## src/sv/rsbl_pkg.sv

```systemverilog
`timescale 1ns / 1ps
// Shared types, widths, reset values and register codes of the red spot locator.
// Depends on nothing; every other file takes names from here by scope.
package rsbl_pkg;

   // field widths
   localparam int PIX_W       = 8;
   localparam int COORD_W     = 11;
   localparam int POS_W       = 12;
   localparam int SCALE_W     = 16;
   localparam int CSR_INDEX_W = 3;
   localparam int CSR_DATA_W  = 16;

   // frame limits and fixed-point scale format
   localparam int MAX_WIDTH       = 2048;
   localparam int MAX_HEIGHT      = 2048;
   localparam int SCALE_FRAC_BITS = 12;

   // scaled centre widths
   localparam int PROD_W    = COORD_W + SCALE_W;
   localparam int SHIFT_W   = PROD_W - SCALE_FRAC_BITS;
   localparam int LIMIT_W   = (SHIFT_W > POS_W) ? SHIFT_W : POS_W;

   // reset values
   localparam logic [PIX_W-1:0]   DIFF_RESET       = PIX_W'(80);
   localparam logic [PIX_W-1:0]   DARK_RESET       = PIX_W'(100);
   localparam logic [SCALE_W-1:0] SCALE_RESET      = SCALE_W'(4096);
   localparam logic [POS_W-1:0]   CLAMP_LOW_RESET  = POS_W'(20);
   localparam logic [POS_W-1:0]   CLAMP_HIGH_RESET = POS_W'(380);
   localparam logic [POS_W-1:0]   POS_RESET        = POS_W'(200);

   // register index codes
   typedef enum logic [CSR_INDEX_W-1:0] {
      CSR_DIFF_THRESHOLD = 3'd0,
      CSR_DARK_THRESHOLD = 3'd1,
      CSR_SCALE_X        = 3'd2,
      CSR_SCALE_Y        = 3'd3,
      CSR_CLAMP_LOW      = 3'd4,
      CSR_CLAMP_HIGH     = 3'd5
   } csr_index_type;

   // configuration as seen by the datapath
   typedef struct packed {
      logic [PIX_W-1:0]   diff_threshold;
      logic [PIX_W-1:0]   dark_threshold;
      logic [SCALE_W-1:0] scale_x;
      logic [SCALE_W-1:0] scale_y;
      logic [POS_W-1:0]   clamp_low;
      logic [POS_W-1:0]   clamp_high;
   } cfg_type;

   // frame summary handed from the box tracker to the scaler
   typedef struct packed {
      logic [COORD_W-1:0] cen_x;
      logic [COORD_W-1:0] cen_y;
      logic               found;
   } cen_type;

   // saturate a coordinate to lim - 1
   function automatic logic [COORD_W-1:0] sat_coord(input logic [COORD_W-1:0] v,
                                                    input int unsigned lim);
      logic [31:0] ext;
      ext = 32'(v);
      if (ext > 32'(lim - 1)) begin
         return COORD_W'(lim - 1);
      end
      return v;
   endfunction

   // clamp: high bound first, then low bound wins
   function automatic logic [POS_W-1:0] limit(input logic [LIMIT_W-1:0] v,
                                              input logic [POS_W-1:0] lo,
                                              input logic [POS_W-1:0] hi);
      logic [LIMIT_W-1:0] t;
      t = v;
      if (t >= LIMIT_W'(hi)) begin
         t = LIMIT_W'(hi);
      end
      if (t <= LIMIT_W'(lo)) begin
         t = LIMIT_W'(lo);
      end
      return t[POS_W-1:0];
   endfunction

endpackage

```

## src/sv/rsbl_req_if.sv

```systemverilog
`timescale 1ns / 1ps
// Pixel channel: valid/ready handshake with one BGR pixel and its position.
// Depends on rsbl_pkg for field widths.
interface rsbl_req_if;
   logic                        valid;
   logic                        ready;
   logic [rsbl_pkg::PIX_W-1:0]   blue;
   logic [rsbl_pkg::PIX_W-1:0]   green;
   logic [rsbl_pkg::PIX_W-1:0]   red;
   logic [rsbl_pkg::COORD_W-1:0] pix_row;
   logic [rsbl_pkg::COORD_W-1:0] pix_col;
   logic                        frame_last;

   modport source (output valid, blue, green, red, pix_row, pix_col, frame_last,
                   input ready);
   modport sink   (input valid, blue, green, red, pix_row, pix_col, frame_last,
                   output ready);
endinterface

```

## src/sv/rsbl_rsp_if.sv

```systemverilog
`timescale 1ns / 1ps
// Result channel: valid/ready handshake with the clamped spot position.
// Depends on rsbl_pkg for field widths.
interface rsbl_rsp_if;
   logic                      valid;
   logic                      ready;
   logic [rsbl_pkg::POS_W-1:0] pos_x;
   logic [rsbl_pkg::POS_W-1:0] pos_y;
   logic                      spot_found;

   modport source (output valid, pos_x, pos_y, spot_found, input ready);
   modport sink   (input valid, pos_x, pos_y, spot_found, output ready);
endinterface

```

## src/sv/rsbl_csr.sv

```systemverilog
`timescale 1ns / 1ps
// Configuration registers of the red spot locator, written through a plain write port.
// Depends on rsbl_pkg for widths, reset values and index codes.
module rsbl_csr (
   input  logic                             clock,
   input  logic                             reset,
   input  logic                             csr_wr_en,
   input  logic [rsbl_pkg::CSR_INDEX_W-1:0] csr_index,
   input  logic [rsbl_pkg::CSR_DATA_W-1:0]  csr_wdata,
   output rsbl_pkg::cfg_type                cfg
);

   rsbl_pkg::cfg_type cfg_ff, cfg_in;

   // decode the write
   always_comb begin
      cfg_in = cfg_ff;
      if (csr_wr_en) begin
         case (rsbl_pkg::csr_index_type'(csr_index))
            rsbl_pkg::CSR_DIFF_THRESHOLD:
               cfg_in.diff_threshold = csr_wdata[rsbl_pkg::PIX_W-1:0];
            rsbl_pkg::CSR_DARK_THRESHOLD:
               cfg_in.dark_threshold = csr_wdata[rsbl_pkg::PIX_W-1:0];
            rsbl_pkg::CSR_SCALE_X:    cfg_in.scale_x    = csr_wdata;
            rsbl_pkg::CSR_SCALE_Y:    cfg_in.scale_y    = csr_wdata;
            rsbl_pkg::CSR_CLAMP_LOW:  cfg_in.clamp_low  = csr_wdata[rsbl_pkg::POS_W-1:0];
            rsbl_pkg::CSR_CLAMP_HIGH: cfg_in.clamp_high = csr_wdata[rsbl_pkg::POS_W-1:0];
            default: ;
         endcase
      end
   end

   // hold the registers
   always_ff @(posedge clock) begin
      if (reset) begin
         cfg_ff.diff_threshold <= rsbl_pkg::DIFF_RESET;
         cfg_ff.dark_threshold <= rsbl_pkg::DARK_RESET;
         cfg_ff.scale_x        <= rsbl_pkg::SCALE_RESET;
         cfg_ff.scale_y        <= rsbl_pkg::SCALE_RESET;
         cfg_ff.clamp_low      <= rsbl_pkg::CLAMP_LOW_RESET;
         cfg_ff.clamp_high     <= rsbl_pkg::CLAMP_HIGH_RESET;
      end else begin
         cfg_ff <= cfg_in;
      end
   end

   assign cfg = cfg_ff;

endmodule

```

## src/sv/rsbl_box.sv

```systemverilog
`timescale 1ns / 1ps
// Pixel input register, red classifier and bounding box tracker; emits the box
// centre at the end of each frame. Depends on rsbl_pkg and rsbl_req_if.
module rsbl_box (
   input  logic              clock,
   input  logic              reset,
   rsbl_req_if.sink          req_ch,
   input  rsbl_pkg::cfg_type cfg,
   output logic              cen_valid,
   input  logic              cen_ready,
   output rsbl_pkg::cen_type cen
);

   localparam int CW = rsbl_pkg::COORD_W;

   // input register
   logic                        s1_valid_ff;
   logic [rsbl_pkg::PIX_W-1:0]  s1_blue_ff, s1_green_ff, s1_red_ff;
   logic [CW-1:0]               s1_row_ff, s1_col_ff;
   logic                        s1_last_ff;

   // box state
   logic          seen_ff, seen_in;
   logic [CW-1:0] min_row_ff, min_row_in, max_row_ff, max_row_in;
   logic [CW-1:0] min_col_ff, min_col_in, max_col_ff, max_col_in;

   // centre register
   logic              s2_valid_ff;
   rsbl_pkg::cen_type s2_ff, s2_in;

   logic          s1_go, s2_free, is_red;
   logic [CW-1:0] row, col;
   logic [CW-1:0] m_min_row, m_max_row, m_min_col, m_max_col;
   logic          m_seen;
   logic [CW:0]   sum_x, sum_y;

   assign s2_free      = !s2_valid_ff || cen_ready;
   assign s1_go        = s1_valid_ff && (!s1_last_ff || s2_free);
   assign req_ch.ready = !s1_valid_ff || s1_go;

   // classify the held pixel
   always_comb begin
      row    = rsbl_pkg::sat_coord(s1_row_ff, rsbl_pkg::MAX_HEIGHT);
      col    = rsbl_pkg::sat_coord(s1_col_ff, rsbl_pkg::MAX_WIDTH);
      is_red = ({1'b0, s1_red_ff} > {1'b0, s1_blue_ff} + {1'b0, cfg.diff_threshold})
            && ({1'b0, s1_red_ff} > {1'b0, s1_green_ff} + {1'b0, cfg.diff_threshold})
            && (s1_green_ff < cfg.dark_threshold)
            && (s1_blue_ff < cfg.dark_threshold);
   end

   // merge the pixel into the box; the first red pixel opens it
   always_comb begin
      m_seen    = seen_ff;
      m_min_row = min_row_ff;
      m_max_row = max_row_ff;
      m_min_col = min_col_ff;
      m_max_col = max_col_ff;
      if (is_red) begin
         m_seen = 1'b1;
         if (!seen_ff) begin
            m_min_row = row;
            m_max_row = row;
            m_min_col = col;
            m_max_col = col;
         end else begin
            if (row < min_row_ff) m_min_row = row;
            if (row > max_row_ff) m_max_row = row;
            if (col < min_col_ff) m_min_col = col;
            if (col > max_col_ff) m_max_col = col;
         end
      end
      sum_x = {1'b0, m_min_col} + {1'b0, m_max_col};
      sum_y = {1'b0, m_min_row} + {1'b0, m_max_row};
   end

   // advance the box; clear it after the last pixel of a frame
   always_comb begin
      seen_in    = seen_ff;
      min_row_in = min_row_ff;
      max_row_in = max_row_ff;
      min_col_in = min_col_ff;
      max_col_in = max_col_ff;
      if (s1_go) begin
         if (s1_last_ff) begin
            seen_in    = 1'b0;
            min_row_in = '1;
            max_row_in = '0;
            min_col_in = '1;
            max_col_in = '0;
         end else begin
            seen_in    = m_seen;
            min_row_in = m_min_row;
            max_row_in = m_max_row;
            min_col_in = m_min_col;
            max_col_in = m_max_col;
         end
      end
      s2_in.cen_x = sum_x[CW:1];
      s2_in.cen_y = sum_y[CW:1];
      s2_in.found = m_seen;
   end

   // control registers
   always_ff @(posedge clock) begin
      if (reset) begin
         s1_valid_ff <= 1'b0;
         s2_valid_ff <= 1'b0;
         seen_ff     <= 1'b0;
         min_row_ff  <= '1;
         max_row_ff  <= '0;
         min_col_ff  <= '1;
         max_col_ff  <= '0;
      end else begin
         if (req_ch.ready) s1_valid_ff <= req_ch.valid;
         if (s2_free)      s2_valid_ff <= s1_go && s1_last_ff;
         seen_ff    <= seen_in;
         min_row_ff <= min_row_in;
         max_row_ff <= max_row_in;
         min_col_ff <= min_col_in;
         max_col_ff <= max_col_in;
      end
   end

   // payload registers
   always_ff @(posedge clock) begin
      if (req_ch.ready && req_ch.valid) begin
         s1_blue_ff  <= req_ch.blue;
         s1_green_ff <= req_ch.green;
         s1_red_ff   <= req_ch.red;
         s1_row_ff   <= req_ch.pix_row;
         s1_col_ff   <= req_ch.pix_col;
         s1_last_ff  <= req_ch.frame_last;
      end
      if (s2_free && s1_go && s1_last_ff) begin
         s2_ff <= s2_in;
      end
   end

   assign cen_valid = s2_valid_ff;
   assign cen       = s2_ff;

   a_box_ordered: assert property (@(posedge clock) disable iff (reset)
      seen_ff |-> (min_row_ff <= max_row_ff) && (min_col_ff <= max_col_ff))
      else $error("bounding box inverted while a red pixel is held");
   a_frame_clears: assert property (@(posedge clock) disable iff (reset)
      s1_go && s1_last_ff |=> !seen_ff)
      else $error("box not cleared after the last pixel of a frame");
   a_centre_held: assert property (@(posedge clock) disable iff (reset)
      s2_valid_ff && !cen_ready |=> s2_valid_ff && $stable(s2_ff))
      else $error("pending frame centre lost or changed");

endmodule

```

## src/sv/rsbl_scale.sv

```systemverilog
`timescale 1ns / 1ps
// Scaling multiplier, clamp, remembered position and result register.
// Depends on rsbl_pkg and rsbl_rsp_if.
module rsbl_scale (
   input  logic              clock,
   input  logic              reset,
   input  rsbl_pkg::cfg_type cfg,
   input  logic              cen_valid,
   output logic              cen_ready,
   input  rsbl_pkg::cen_type cen,
   rsbl_rsp_if.source        rsp_ch
);

   localparam int PW = rsbl_pkg::PROD_W;
   localparam int LW = rsbl_pkg::LIMIT_W;
   localparam int QW = rsbl_pkg::POS_W;

   // product stage
   logic          p_valid_ff;
   logic [PW-1:0] prod_x_ff, prod_y_ff;
   logic          p_found_ff;

   // result stage and remembered position
   logic          rsp_valid_ff;
   logic [QW-1:0] pos_x_ff, pos_y_ff, pos_x_in, pos_y_in;
   logic          found_ff;
   logic [QW-1:0] last_x_ff, last_y_ff;

   logic          out_free, p_free;
   logic [LW-1:0] vx, vy;

   assign out_free  = !rsp_valid_ff || rsp_ch.ready;
   assign p_free    = !p_valid_ff || out_free;
   assign cen_ready = p_free;

   // pick the scaled centre or the previous position, then clamp
   always_comb begin
      if (p_found_ff) begin
         vx = LW'(prod_x_ff >> rsbl_pkg::SCALE_FRAC_BITS);
         vy = LW'(prod_y_ff >> rsbl_pkg::SCALE_FRAC_BITS);
      end else begin
         vx = LW'(last_x_ff);
         vy = LW'(last_y_ff);
      end
      pos_x_in = rsbl_pkg::limit(vx, cfg.clamp_low, cfg.clamp_high);
      pos_y_in = rsbl_pkg::limit(vy, cfg.clamp_low, cfg.clamp_high);
   end

   // control and remembered position
   always_ff @(posedge clock) begin
      if (reset) begin
         p_valid_ff   <= 1'b0;
         rsp_valid_ff <= 1'b0;
         last_x_ff    <= rsbl_pkg::POS_RESET;
         last_y_ff    <= rsbl_pkg::POS_RESET;
      end else begin
         if (p_free)   p_valid_ff   <= cen_valid;
         if (out_free) rsp_valid_ff <= p_valid_ff;
         if (out_free && p_valid_ff) begin
            last_x_ff <= pos_x_in;
            last_y_ff <= pos_y_in;
         end
      end
   end

   // payload registers
   always_ff @(posedge clock) begin
      if (p_free && cen_valid) begin
         prod_x_ff  <= PW'(cen.cen_x) * PW'(cfg.scale_x);
         prod_y_ff  <= PW'(cen.cen_y) * PW'(cfg.scale_y);
         p_found_ff <= cen.found;
      end
      if (out_free && p_valid_ff) begin
         pos_x_ff <= pos_x_in;
         pos_y_ff <= pos_y_in;
         found_ff <= p_found_ff;
      end
   end

   assign rsp_ch.valid      = rsp_valid_ff;
   assign rsp_ch.pos_x      = pos_x_ff;
   assign rsp_ch.pos_y      = pos_y_ff;
   assign rsp_ch.spot_found = found_ff;

   a_pos_remembered: assert property (@(posedge clock) disable iff (reset)
      rsp_valid_ff |-> (pos_x_ff == last_x_ff) && (pos_y_ff == last_y_ff))
      else $error("pending result differs from the remembered position");
   a_prod_held: assert property (@(posedge clock) disable iff (reset)
      p_valid_ff && !out_free |=> p_valid_ff && $stable(prod_x_ff) && $stable(prod_y_ff))
      else $error("product stage changed while blocked");

endmodule

```

## src/sv/red_spot_bbox_locator.sv

```systemverilog
`timescale 1ns / 1ps
// Red spot locator: finds the bounding box of red pixels over a frame and
// reports its scaled, clamped centre once per frame.
//
// Channels: req_ch carries one BGR pixel per item with its row, column and a
// frame_last mark; rsp_ch carries one item per frame (pos_x, pos_y,
// spot_found), issued for the pixel marked frame_last. Both use valid/ready.
// csr_* is a write-only register port (index 0..5: diff and dark thresholds,
// x and y scale in Q4.12, low and high clamp); write it only while idle.
// Throughput: one pixel per cycle while not stalled, set by the combinational
// compare and merge of the box registers. Path: a frame_last pixel passes the
// input register, the centre register, one 11x16 multiplier per axis into the
// product register, then clamp into the result register.
// Reset: synchronous; registers return to their reset values, the box is
// empty and the remembered position is 200 on both axes.
// Stall: a waiting result does not block pixels that are not frame_last;
// a frame_last pixel waits only while the centre, product and result
// registers are all full and the result is not taken.
module red_spot_bbox_locator (
   input  logic                             clock,
   input  logic                             reset,
   rsbl_req_if.sink                         req_ch,
   rsbl_rsp_if.source                       rsp_ch,
   input  logic                             csr_wr_en,
   input  logic [rsbl_pkg::CSR_INDEX_W-1:0] csr_index,
   input  logic [rsbl_pkg::CSR_DATA_W-1:0]  csr_wdata
);

   rsbl_pkg::cfg_type cfg;
   rsbl_pkg::cen_type cen;
   logic              cen_valid, cen_ready;

   // configuration registers
   rsbl_csr u_csr (
      .clock     (clock),
      .reset     (reset),
      .csr_wr_en (csr_wr_en),
      .csr_index (csr_index),
      .csr_wdata (csr_wdata),
      .cfg       (cfg)
   );

   // classify and track the box
   rsbl_box u_box (
      .clock     (clock),
      .reset     (reset),
      .req_ch    (req_ch),
      .cfg       (cfg),
      .cen_valid (cen_valid),
      .cen_ready (cen_ready),
      .cen       (cen)
   );

   // scale, clamp and deliver
   rsbl_scale u_scale (
      .clock     (clock),
      .reset     (reset),
      .cfg       (cfg),
      .cen_valid (cen_valid),
      .cen_ready (cen_ready),
      .cen       (cen),
      .rsp_ch    (rsp_ch)
   );

endmodule

```

## src/flat_wrapper.sv

```systemverilog
// flat-port wrapper written by rule: the top's interface ports become plain ports
module red_spot_bbox_locator_flat 
  (clock, reset, csr_wr_en, csr_index, csr_wdata, req_ch_valid, req_ch_blue, req_ch_green, req_ch_red, req_ch_pix_row, req_ch_pix_col, req_ch_frame_last, req_ch_ready, rsp_ch_valid, rsp_ch_pos_x, rsp_ch_pos_y, rsp_ch_spot_found, rsp_ch_ready);
  rsbl_req_if req_ch_i ();
  rsbl_rsp_if rsp_ch_i ();
  input  logic clock;
  input  logic reset;
  input  logic csr_wr_en;
  input  logic [rsbl_pkg::CSR_INDEX_W-1:0] csr_index;
  input  logic [rsbl_pkg::CSR_DATA_W-1:0] csr_wdata;
  input wire logic [$bits(req_ch_i.valid)-1:0] req_ch_valid;
  input wire logic [$bits(req_ch_i.blue)-1:0] req_ch_blue;
  input wire logic [$bits(req_ch_i.green)-1:0] req_ch_green;
  input wire logic [$bits(req_ch_i.red)-1:0] req_ch_red;
  input wire logic [$bits(req_ch_i.pix_row)-1:0] req_ch_pix_row;
  input wire logic [$bits(req_ch_i.pix_col)-1:0] req_ch_pix_col;
  input wire logic [$bits(req_ch_i.frame_last)-1:0] req_ch_frame_last;
  output wire logic [$bits(req_ch_i.ready)-1:0] req_ch_ready;
  output wire logic [$bits(rsp_ch_i.valid)-1:0] rsp_ch_valid;
  output wire logic [$bits(rsp_ch_i.pos_x)-1:0] rsp_ch_pos_x;
  output wire logic [$bits(rsp_ch_i.pos_y)-1:0] rsp_ch_pos_y;
  output wire logic [$bits(rsp_ch_i.spot_found)-1:0] rsp_ch_spot_found;
  input wire logic [$bits(rsp_ch_i.ready)-1:0] rsp_ch_ready;
  assign req_ch_i.valid = req_ch_valid;
  assign req_ch_i.blue = req_ch_blue;
  assign req_ch_i.green = req_ch_green;
  assign req_ch_i.red = req_ch_red;
  assign req_ch_i.pix_row = req_ch_pix_row;
  assign req_ch_i.pix_col = req_ch_pix_col;
  assign req_ch_i.frame_last = req_ch_frame_last;
  assign req_ch_ready = req_ch_i.ready;
  assign rsp_ch_valid = rsp_ch_i.valid;
  assign rsp_ch_pos_x = rsp_ch_i.pos_x;
  assign rsp_ch_pos_y = rsp_ch_i.pos_y;
  assign rsp_ch_spot_found = rsp_ch_i.spot_found;
  assign rsp_ch_i.ready = rsp_ch_ready;
  red_spot_bbox_locator u_core (.clock(clock), .reset(reset), .req_ch(req_ch_i), .rsp_ch(rsp_ch_i), .csr_wr_en(csr_wr_en), .csr_index(csr_index), .csr_wdata(csr_wdata));
endmodule
```

## config.mk

```make
export PLATFORM = sky130hd
export DESIGN_NAME = red_spot_bbox_locator_flat
export DESIGN_NICKNAME = d
export VERILOG_FILES = /design/src/sv/rsbl_pkg.sv /design/src/sv/rsbl_req_if.sv /design/src/sv/rsbl_rsp_if.sv /design/src/sv/rsbl_csr.sv /design/src/sv/rsbl_box.sv /design/src/sv/rsbl_scale.sv /design/src/sv/red_spot_bbox_locator.sv /design/src/flat_wrapper.sv
export SDC_FILE = /design/constraint.sdc
export NUM_CORES = 1
export LEC_CHECK = 0
export ABC_AREA = 1
export BUFFER_PORTS_ARGS = -buffer_cell sky130_fd_sc_hd__buf_2
export CORE_MARGIN = 5
export CORE_UTILIZATION = 40
export DETAILED_ROUTE_END_ITERATION = 16
export SETUP_SLACK_MARGIN = 0.4
export SLEW_MARGIN = 20
export SYNTH_ARGS = -nofsm -noshare
export SYNTH_HDL_FRONTEND = slang
export SYNTH_SLANG_ARGS = --single-unit
```

## constraint.sdc

```tcl
create_clock -name clock -period 6.1 [get_ports clock]
set_input_delay 0 -clock clock [delete_from_list [all_inputs] [get_ports clock]]
set_output_delay 0 -clock clock [all_outputs]
set_load 0.01 [all_outputs]
```

# --- Yosys cells after proc, flatten, opt, wreduce, memory -nomap -nowiden ---
# Cells that the tools add are included.
classes:
  n_mux: 24
  add_sub_neg: 4
  reduce_logical: 27
  eq_ne: 5
  order_cmp: 12
  multipliers: 2
op_table:
  columns: ["cell", "n"]
  rows:
  - ["2-to-1 mux 11 bit", 16]
  - ["2-to-1 mux 15 bit", 4]
  - ["multiplier 11 x 16 -> 27 bit", 2]
  - ["greater-or-equal comparator 15 x 12 -> 1 bit", 2]
  - ["less-or-equal comparator 15 x 12 -> 1 bit", 2]
  - ["adder 11 x 11 -> 12 bit", 2]
  - ["2-to-1 mux 12 bit", 2]
  - ["greater-than comparator 11 bit", 2]
  - ["< comparator 11 bit", 2]
  - ["adder 8 x 8 -> 9 bit", 2]
  - ["greater-than comparator 8 x 9 -> 1 bit", 2]
  - ["< comparator 8 bit", 2]
  - ["AND reduction 2 bit", 6]
  - ["logical AND 1 bit", 10]
  - ["== test 3 x 2 -> 1 bit, second input constant", 2]
  - ["== test 3 bit, second input constant", 2]
  - ["zero test 1 bit", 5]
  - ["logical OR 1 bit", 5]
  - ["== test 3 x 1 -> 1 bit, second input constant", 1]
  - ["zero test 3 bit", 1]
  - ["2-to-1 mux 1 bit", 2]
totals:
  regBits: 295
  input_bits: 71
  wordCells: 106
  out_inout_bits: 27

# --- Depth between registers and ports, before layout ---
# Gate-level depths: netlist (run 1).
logic_depth:
  ltp_word: 8
  depth_mapped: 36
  mapped_depth_nobuf: 36

# --- Cells and area by module ---
# A second synthesis (run 1) with hierarchy kept.
unflattened:
  hier_cells: 3736
  area_unflattened_um2: 28070.7
modules_own_cells:
  columns: ["mod", "area_per_inst_um2", "instances", "cells_each"]
  rows:
  - ["rsbl_scale", 17175.2, 1, 2339]
  - ["rsbl_box", 8054.0, 1, 989]
  - ["rsbl_csr", 2841.5, 1, 408]

# --- Worst setup path after synthesis (run 1) ---
# OpenSTA, ideal clock, no wires.
synth_timing:
  path_type: "register to register"
  start: "register u_core.u_box.s2_ff, in the netlist u_core.u_box.cen[3]"
  end: "register u_core.u_scale.prod_y_ff[20], data pin"
  required_time_ps: 5844
  path_buffers: 2
  synth_period_minus_slack_ps: 5177
  stages_incl_launch_ff: 21
  t_arrival_ps: 4920
  slack_ps: 923
  setup_ps: 256
  cell_sequence: "edfxtp_1 clkbuf_1 clkbuf_1 nand2_1 fa_1 fa_1 inv_1 fa_1 inv_1 fa_1 fa_1 inv_1 ha_1 a21oi_1 o21ai_0 a31o_2 a21oi_1 o21ai_1 and2_1 o21bai_1 nand2_1"
synth_via:
  elab_chain_cells: 1
synth_rtl:
  columns: ["element", "line_no", "source"]
  rows:
  - ["start, declared", "rsbl_box.sv:29", "rsbl_pkg::cen_type s2_ff, s2_in;"]
  - ["start signal, assigned", "rsbl_box.sv:135", "s2_ff <= s2_in;"]
  - ["multiplier 11 x 16 -> 27 bit", "rsbl_scale.sv:70", "prod_y_ff <= PW'(cen.cen_y) * PW'(cfg.scale_y);"]
  - ["end signal, assigned", "rsbl_scale.sv:70", null]
  - ["end, declared", "rsbl_scale.sv:20", "logic [PW-1:0] prod_x_ff, prod_y_ff;"]
# No other way between the ends.
# A chain may end at the register's enable or synchronous reset.

# --- Worst setup path in the final report (run 1) ---
layout_timing:
  start: "register u_core.u_box.s2_ff, in the netlist u_core.u_box.cen[9]"
  end: "register u_core.u_scale.prod_y_ff[25], data pin"
# The elaborated chain is that of the path after synthesis.

==> qor.yml, run 1 <==
firstDrtPassIters: 6
synth_edf_count: 126
synth_cell_type_count: 53
postLayoutCoreUtil_pct: 45.4
finalCritPeriodShare_pct: 88.6
layout_commonest_cell: "nand2_1"
holdWs_ps: 170
setup_viol_count_final: 0
cp_slowest_cell: "edfxtp_1"
ant_nets: 0
area_growth_pct: 12.5
setup_slack_ps: 693
vias_per_cell: 4.90
cts_tree: "built"
gp_congestion: 0.902
arrival_ps: 5690
cts_buffer_depth: 3
wl_per_cell_um: 15.7
grt_pass1_wl_um: 109000
overflow: 0
grt.met1_usage_pct: 26.8
max_cap_viol_count: 0
drt_iter0_markers: 1411
track_usage_pct: 19.0
io_buffers: 97
place_ws_ps: 487
drc: 0
fp.dieArea_mm2: 0.0702
rsz0062_at_grt: "yes"
power_density_mw_per_mm2: 196
syn_area_mm2: 0.0260
final_cell_mix: "nand2_1 (851), inv_1 (619), ha_1 (279)"
crit_chain: "nand2_1 -> fa_1 -> inv_1 -> fa_1 -> inv_1 -> fa_1 -> fa_1 -> inv_1 -> fa_1 -> ha_1 -> a21oi_1 -> o21ai_0 -> a221oi_1 -> nand3_1 -> nand4_1 -> o211ai_1 -> xor2_1"
clk_pin_slew_worst_paths_ps: 60
synth_area_per_cell_um2: 7.95
crit_path_frequent_cell: "fa_1"
finalCriticalPeriod_ps: 5410
antenna_found_initial: 3
grt_pass1_vias: 20651
vias: 20947
drive_above_1_share_pct: 7.32
dp_hpwl_um: 51600
synth-warning-count: 0
p_leak_nw: 14.9
coreArea_mm2: 0.0645
endpoint_kind: "register"
syn_nets: 3874
io_pins: 98
die_w_um: 265
yosysSeqAreaShare_pct: 25.7
initial_core_util_pct: 40.3
drv_slew: 0
busiest_layer: "met2"
hp-class: "in2reg"
cts_buffers: 34
ys_ff_latch: 271
yosys_most_used_dff: "dfxtp_1"
root_buffer: "clkbuf_16"
synthCells: 3271
synth-async-reset-ratio_pct: 0
max_clock_freq_ghz: 0.185
clk_latency_ps: 550
htreeDepth: 2
wl_um: 67100
cp_max_fo: 16
stdcell_count: 4272
hold_violations: 0
fin_skew_ps: 38.4
ir_worst_vdd_mv: 0.195
cts_sinks: 271
die-height_um: 265
required_ps: 6380
slowest_delay_ps: 790
tns_ps: 0
relSlewSlack_pct: 37.7
path_class: "reg2reg"
grt_max_degree: 74
grt_use_met2_pct: 31.0
worst_slew_pin_slew_ps: 931
rows: 93
outcome: "complete, no violations"
dpl.cell_count: 4118
start_kind: "register"
nets: 3992
use_met3_pct: 3.38
==> worst max-delay path: cells and delay by family (launching register included) <==
kind,cells,cell delay (ps)
adder cells (fa/ha/maj),6,2810
flip-flops,1,790
AO/OA/AOI/OAI,4,770
AND/OR/NAND/NOR,3,460
XOR/XNOR,1,170
buffers and inverters,3,150
==> Yosys cell counts, types with 3 or more instances <==
cell      instances  area [µm²]
o21ai_2           4        35.0
edfxtp_1        126        3780
a21oi_2           4        35.0
a21oi_1         212        1060
o21ai_0         137         686
xor2_1           40         350
xnor2_1          18         158
a31oi_1           3        18.8
o211ai_1         32         240
a21o_1            5        37.5
nand4_1          35         219
fa_1            252        5040
ha_1            280        3500
or2_2             9        56.3
o21bai_1         11        82.6
and2_1            5        31.3
o31ai_1           5        37.5
o21ai_1          25         125
clkinv_1          3        11.3
buf_6             4        45.0
nor3_1           16        80.1
inv_2            10        37.5
clkbuf_1        107         402
nor2_1          185         694
nand3_1          62         310
dfxtp_1         145        2900
o21a_1            9        67.6
nor4_1            4        25.0
nand2_2          13        81.3
nand2_1         851        3190
inv_1           620        2330
buf_2            11        55.1
==> logic make-up after synthesis <==
logic type | Yosys count | share of synthesized area (%)
AOI/OAI and AO/OA | 460 | 9.84
DFF | 271 | 25.7
xor gates and xnor gates | 58 | 1.95
buffers and inverters | 758 | 11.1
adders and majority gates | 532 | 32.9
and+or+nand+nor | 1191 | 18.4
muxes | 1 | 0.0385
==> registers in the layout, summed over array words and instances, names as in the netlist, 12 cells and up <==
signal and cells:
u_core.u_scale.rsp_ch.pos_y 12, u_core.u_scale.prod_x_ff 15, u_core.u_scale.rsp_ch.pos_x 12, u_core.u_scale.last_y_ff 12, u_core.u_scale.last_x_ff 12, u_core.u_csr.cfg 72, u_core.u_scale.prod_y_ff 15, u_core.u_box.cen 23
==> area by class of cell <==
| type | count | area, µm² |
|---|---|---|
| antenna | 2 | 5.00 |
| clock buffer | 39 | 922 |
| clock inverter | 23 | 159 |
| fill | 6461 | 35200 |
| inverter | 633 | 2380 |
| multi-input combinational | 2242 | 16500 |
| sequential | 271 | 6690 |
| tap | 855 | 1070 |
| timing repair buffer | 207 | 1550 |
==> final timing paths <==
check,start,to,slack (ps),cells past startpoint
setup / recovery,u_core.u_box.cen[9],u_core.u_scale.prod_y_ff[25],690,17
hold reg to reg,u_core.u_box.max_col_ff[7],u_core.u_box.max_col_ff[7],470,2
setup reg to reg,u_core.u_box.cen[9],u_core.u_scale.prod_y_ff[25],690,17
hold / removal,req_ch_pix_col[9],u_core.u_box.col[9],170,2
==> what timing repair did <==
item,in CTS,in global routing
buffers inserted,0,20
hold buffers,70,0
resized for setup,0,11
setup endpoints to repair,0,37
endpoints found under the hold margin,149,0
==> layer usage <==
layer | up-vias | share of wire [%]
met3 | 92 | 6.8
met2 | 553 | 45
li1 | 10487 | -
met4 | 0 | 2.0
met1 | 9815 | 46
met5 | - | 0
==> through the flow <==
step / total power (W) / cell area, µm²
after detailed placement: 0.00376 / 27200
after global placement: 0.00375 / 27200
final: 0.00574 / 29300
after CTS: 0.00578 / 29000
after global routing: 0.00613 / 29200
after floorplan: 0.00331 / 26000
==> power breakdown <==
| part | leakage, nW | internal [W] | switching, W | total, W |
|---|---|---|---|---|
| Sequential | 2.35 | 0.00202 | 0.0000975 | 0.00212 |
| Combinational | 12.0 | 0.000635 | 0.00103 | 0.00167 |
| Clock | 0.531 | 0.00111 | 0.000843 | 0.00195 |
| Total | 14.9 | 0.00376 | 0.00197 | 0.00574 |
(Power assumes the default switching activity.)
==> run 2: changes to the inputs <==
- ABC_CLOCK_PERIOD_IN_PS: unset -> 6100
- CORE_MARGIN: 5 -> 2
- CORE_UTILIZATION: 40 -> 50
- PLACE_DENSITY: unset -> 0.67
==> qor.yml, run 2 (synthesis results as in run 1) <==
gp_congestion: 0.946
coreArea_mm2: 0.0514
rows: 83
fp.dieArea_mm2: 0.0538
endpoint_kind: "register"
die-height_um: 232
start_kind: "register"
p_leak_nw: 14.9
max_cap_viol_count: 0
worst_slew_pin_slew_ps: 1080
rsz0062_at_grt: "yes"
worst_path_dominant_cell_family: "adder cells"
track_usage_pct: 25.8
io_pins: 98
hold_violations: 0
dp_hpwl_um: 52500
met2_length_um: 31800
grt_pass1_wl_um: 111000
setup_viol_count_final: 0
route.layer.met1.wl_um: 30400
finalCritPeriodShare_pct: 89.0
grt_max_degree: 74
firstDrtPassIters: 5
outcome: "complete, no violations"
cp_slowest_cell: "fa_1"
largest_reg_flops: 72
final_cell_mix: "nand2_1 (851), inv_1 (618), ha_1 (280)"
dpl.cell_count: 3939
required_ps: 6370
postPlaceCellArea_mm2: 0.0270
finalCriticalPeriod_ps: 5430
overflow: 0
drv_slew: 0
area_growth_pct: 11.7
fin_skew_ps: 31.5
crit_buf_inv: 3
path_class: "reg2reg"
die_w_um: 232
cp_max_fo: 21
crit_path_frequent_cell: "nand2_1"
vias: 21540
vias_per_cell: 5.26
initial_core_util_pct: 50.6
stdcell_count: 4096
slowest_delay_ps: 460
holdWs_ps: 42.3
cts_buffer_depth: 3
hp-class: "in2reg"
drt_iter0_markers: 1465
met3_length_um: 3560
ir_worst_vdd_mv: 0.194
drc: 0
routed.top_layer: "met5"
wl_per_cell_um: 16.6
ant_nets: 0
cts_sinks: 271
cts_buffers: 34
max_clock_freq_ghz: 0.184
root_buffer: "clkbuf_16"
wl_um: 67800
nets: 3992
power_density_mw_per_mm2: 202
drive_above_1_share_pct: 7.50
tns_ps: 0
antenna_found_initial: 2
design_area_mm2: 0.0290
layout_commonest_cell: "nand2_1"
clk_latency_ps: 550
htreeDepth: 2
arrival_ps: 5690
grt_pass1_vias: 21871
clk_pin_slew_worst_paths_ps: 60
relSlewSlack_pct: 28.0
cts_tree: "built"
io_buffers: 97
[run 2: changes by cell type in the layout (fill, tap and decap cells not counted), moves of 3 or more]
cell / before / now
dfxtp_1: 145 / 140
dfxtp_2: 0 / 5
buf_4: 35 / 40
buf_12: 5 / 1
clkinv_1: 8 / 4
clkbuf_1: 2 / 5
clkinvlp_4: 3 / 0
[run 2: cell type report]
cell class | instances | area, µm²
inverters | 633 | 2380
clock buffers | 45 | 986
clock inverters | 17 | 170
flip-flops and latches | 271 | 6690
diodes | 1 | 2.50
fillers | 4690 | 22400
well taps | 680 | 851
multi-input cells | 2242 | 16500
repair buffers | 207 | 1500
[run 2: worst paths after layout]
check | slack [ps] | from | cells after the start | to
setup / recovery | 670 | u_core.u_box.s1_blue_ff[0] | 31 | u_core.u_box.cen[10]
hold / removal | 40 | csr_wr_en | 4 | u_core.u_csr.cfg[14]
setup reg to reg | 670 | u_core.u_box.s1_blue_ff[0] | 31 | u_core.u_box.cen[10]
hold reg to reg | 460 | u_core.u_box.max_row_ff[6] | 2 | u_core.u_box.max_row_ff[6]
[run 2: stage by stage]
| stage | total power [W] | utilization (%) | setup WS [ps] |
|---|---|---|---|
| 2_1_floorplan | 0.00331 | - | 923 |
| 3_3_place_gp | 0.00372 | 52.4 | 760 |
| 3_5_place_dp | 0.00376 | 52.4 | 583 |
| 4_1_cts | 0.00586 | 56.0 | 564 |
| 5_1_grt | 0.00621 | 56.5 | 225 |
| 6_report | 0.00585 | 56.5 | 672 |
[run 2: report_power, final]
| group | total (W) | internal (W) | switching [W] |
|---|---|---|---|
| combinational | 0.00168 | 0.000635 | 0.00105 |
| clock | 0.00205 | 0.00124 | 0.000817 |
| sequential | 0.00212 | 0.00202 | 0.0000952 |
| total | 0.00585 | 0.00390 | 0.00196 |
[run 2: what timing repair did]
action                                  CTS  global route
endpoints found under the setup margin    0            25
gates resized for setup                   0            10
hold buffers                             69             0
endpoints found under the hold margin   127             0
buffers inserted                          0            25
[run 2: layer usage]
metal  GRT usage (%)  up-vias
li1                -    10467
met5               0        -
met1            34.3    10251
met2            43.5      675
met4            8.73        2
met3            3.28      145
[run 2: worst min-delay path, delay by kind of cell]
kind | cells | cell delay (ps)
buf+inv | 1 | 130
compound gates | 1 | 180
simple gates | 2 | 240
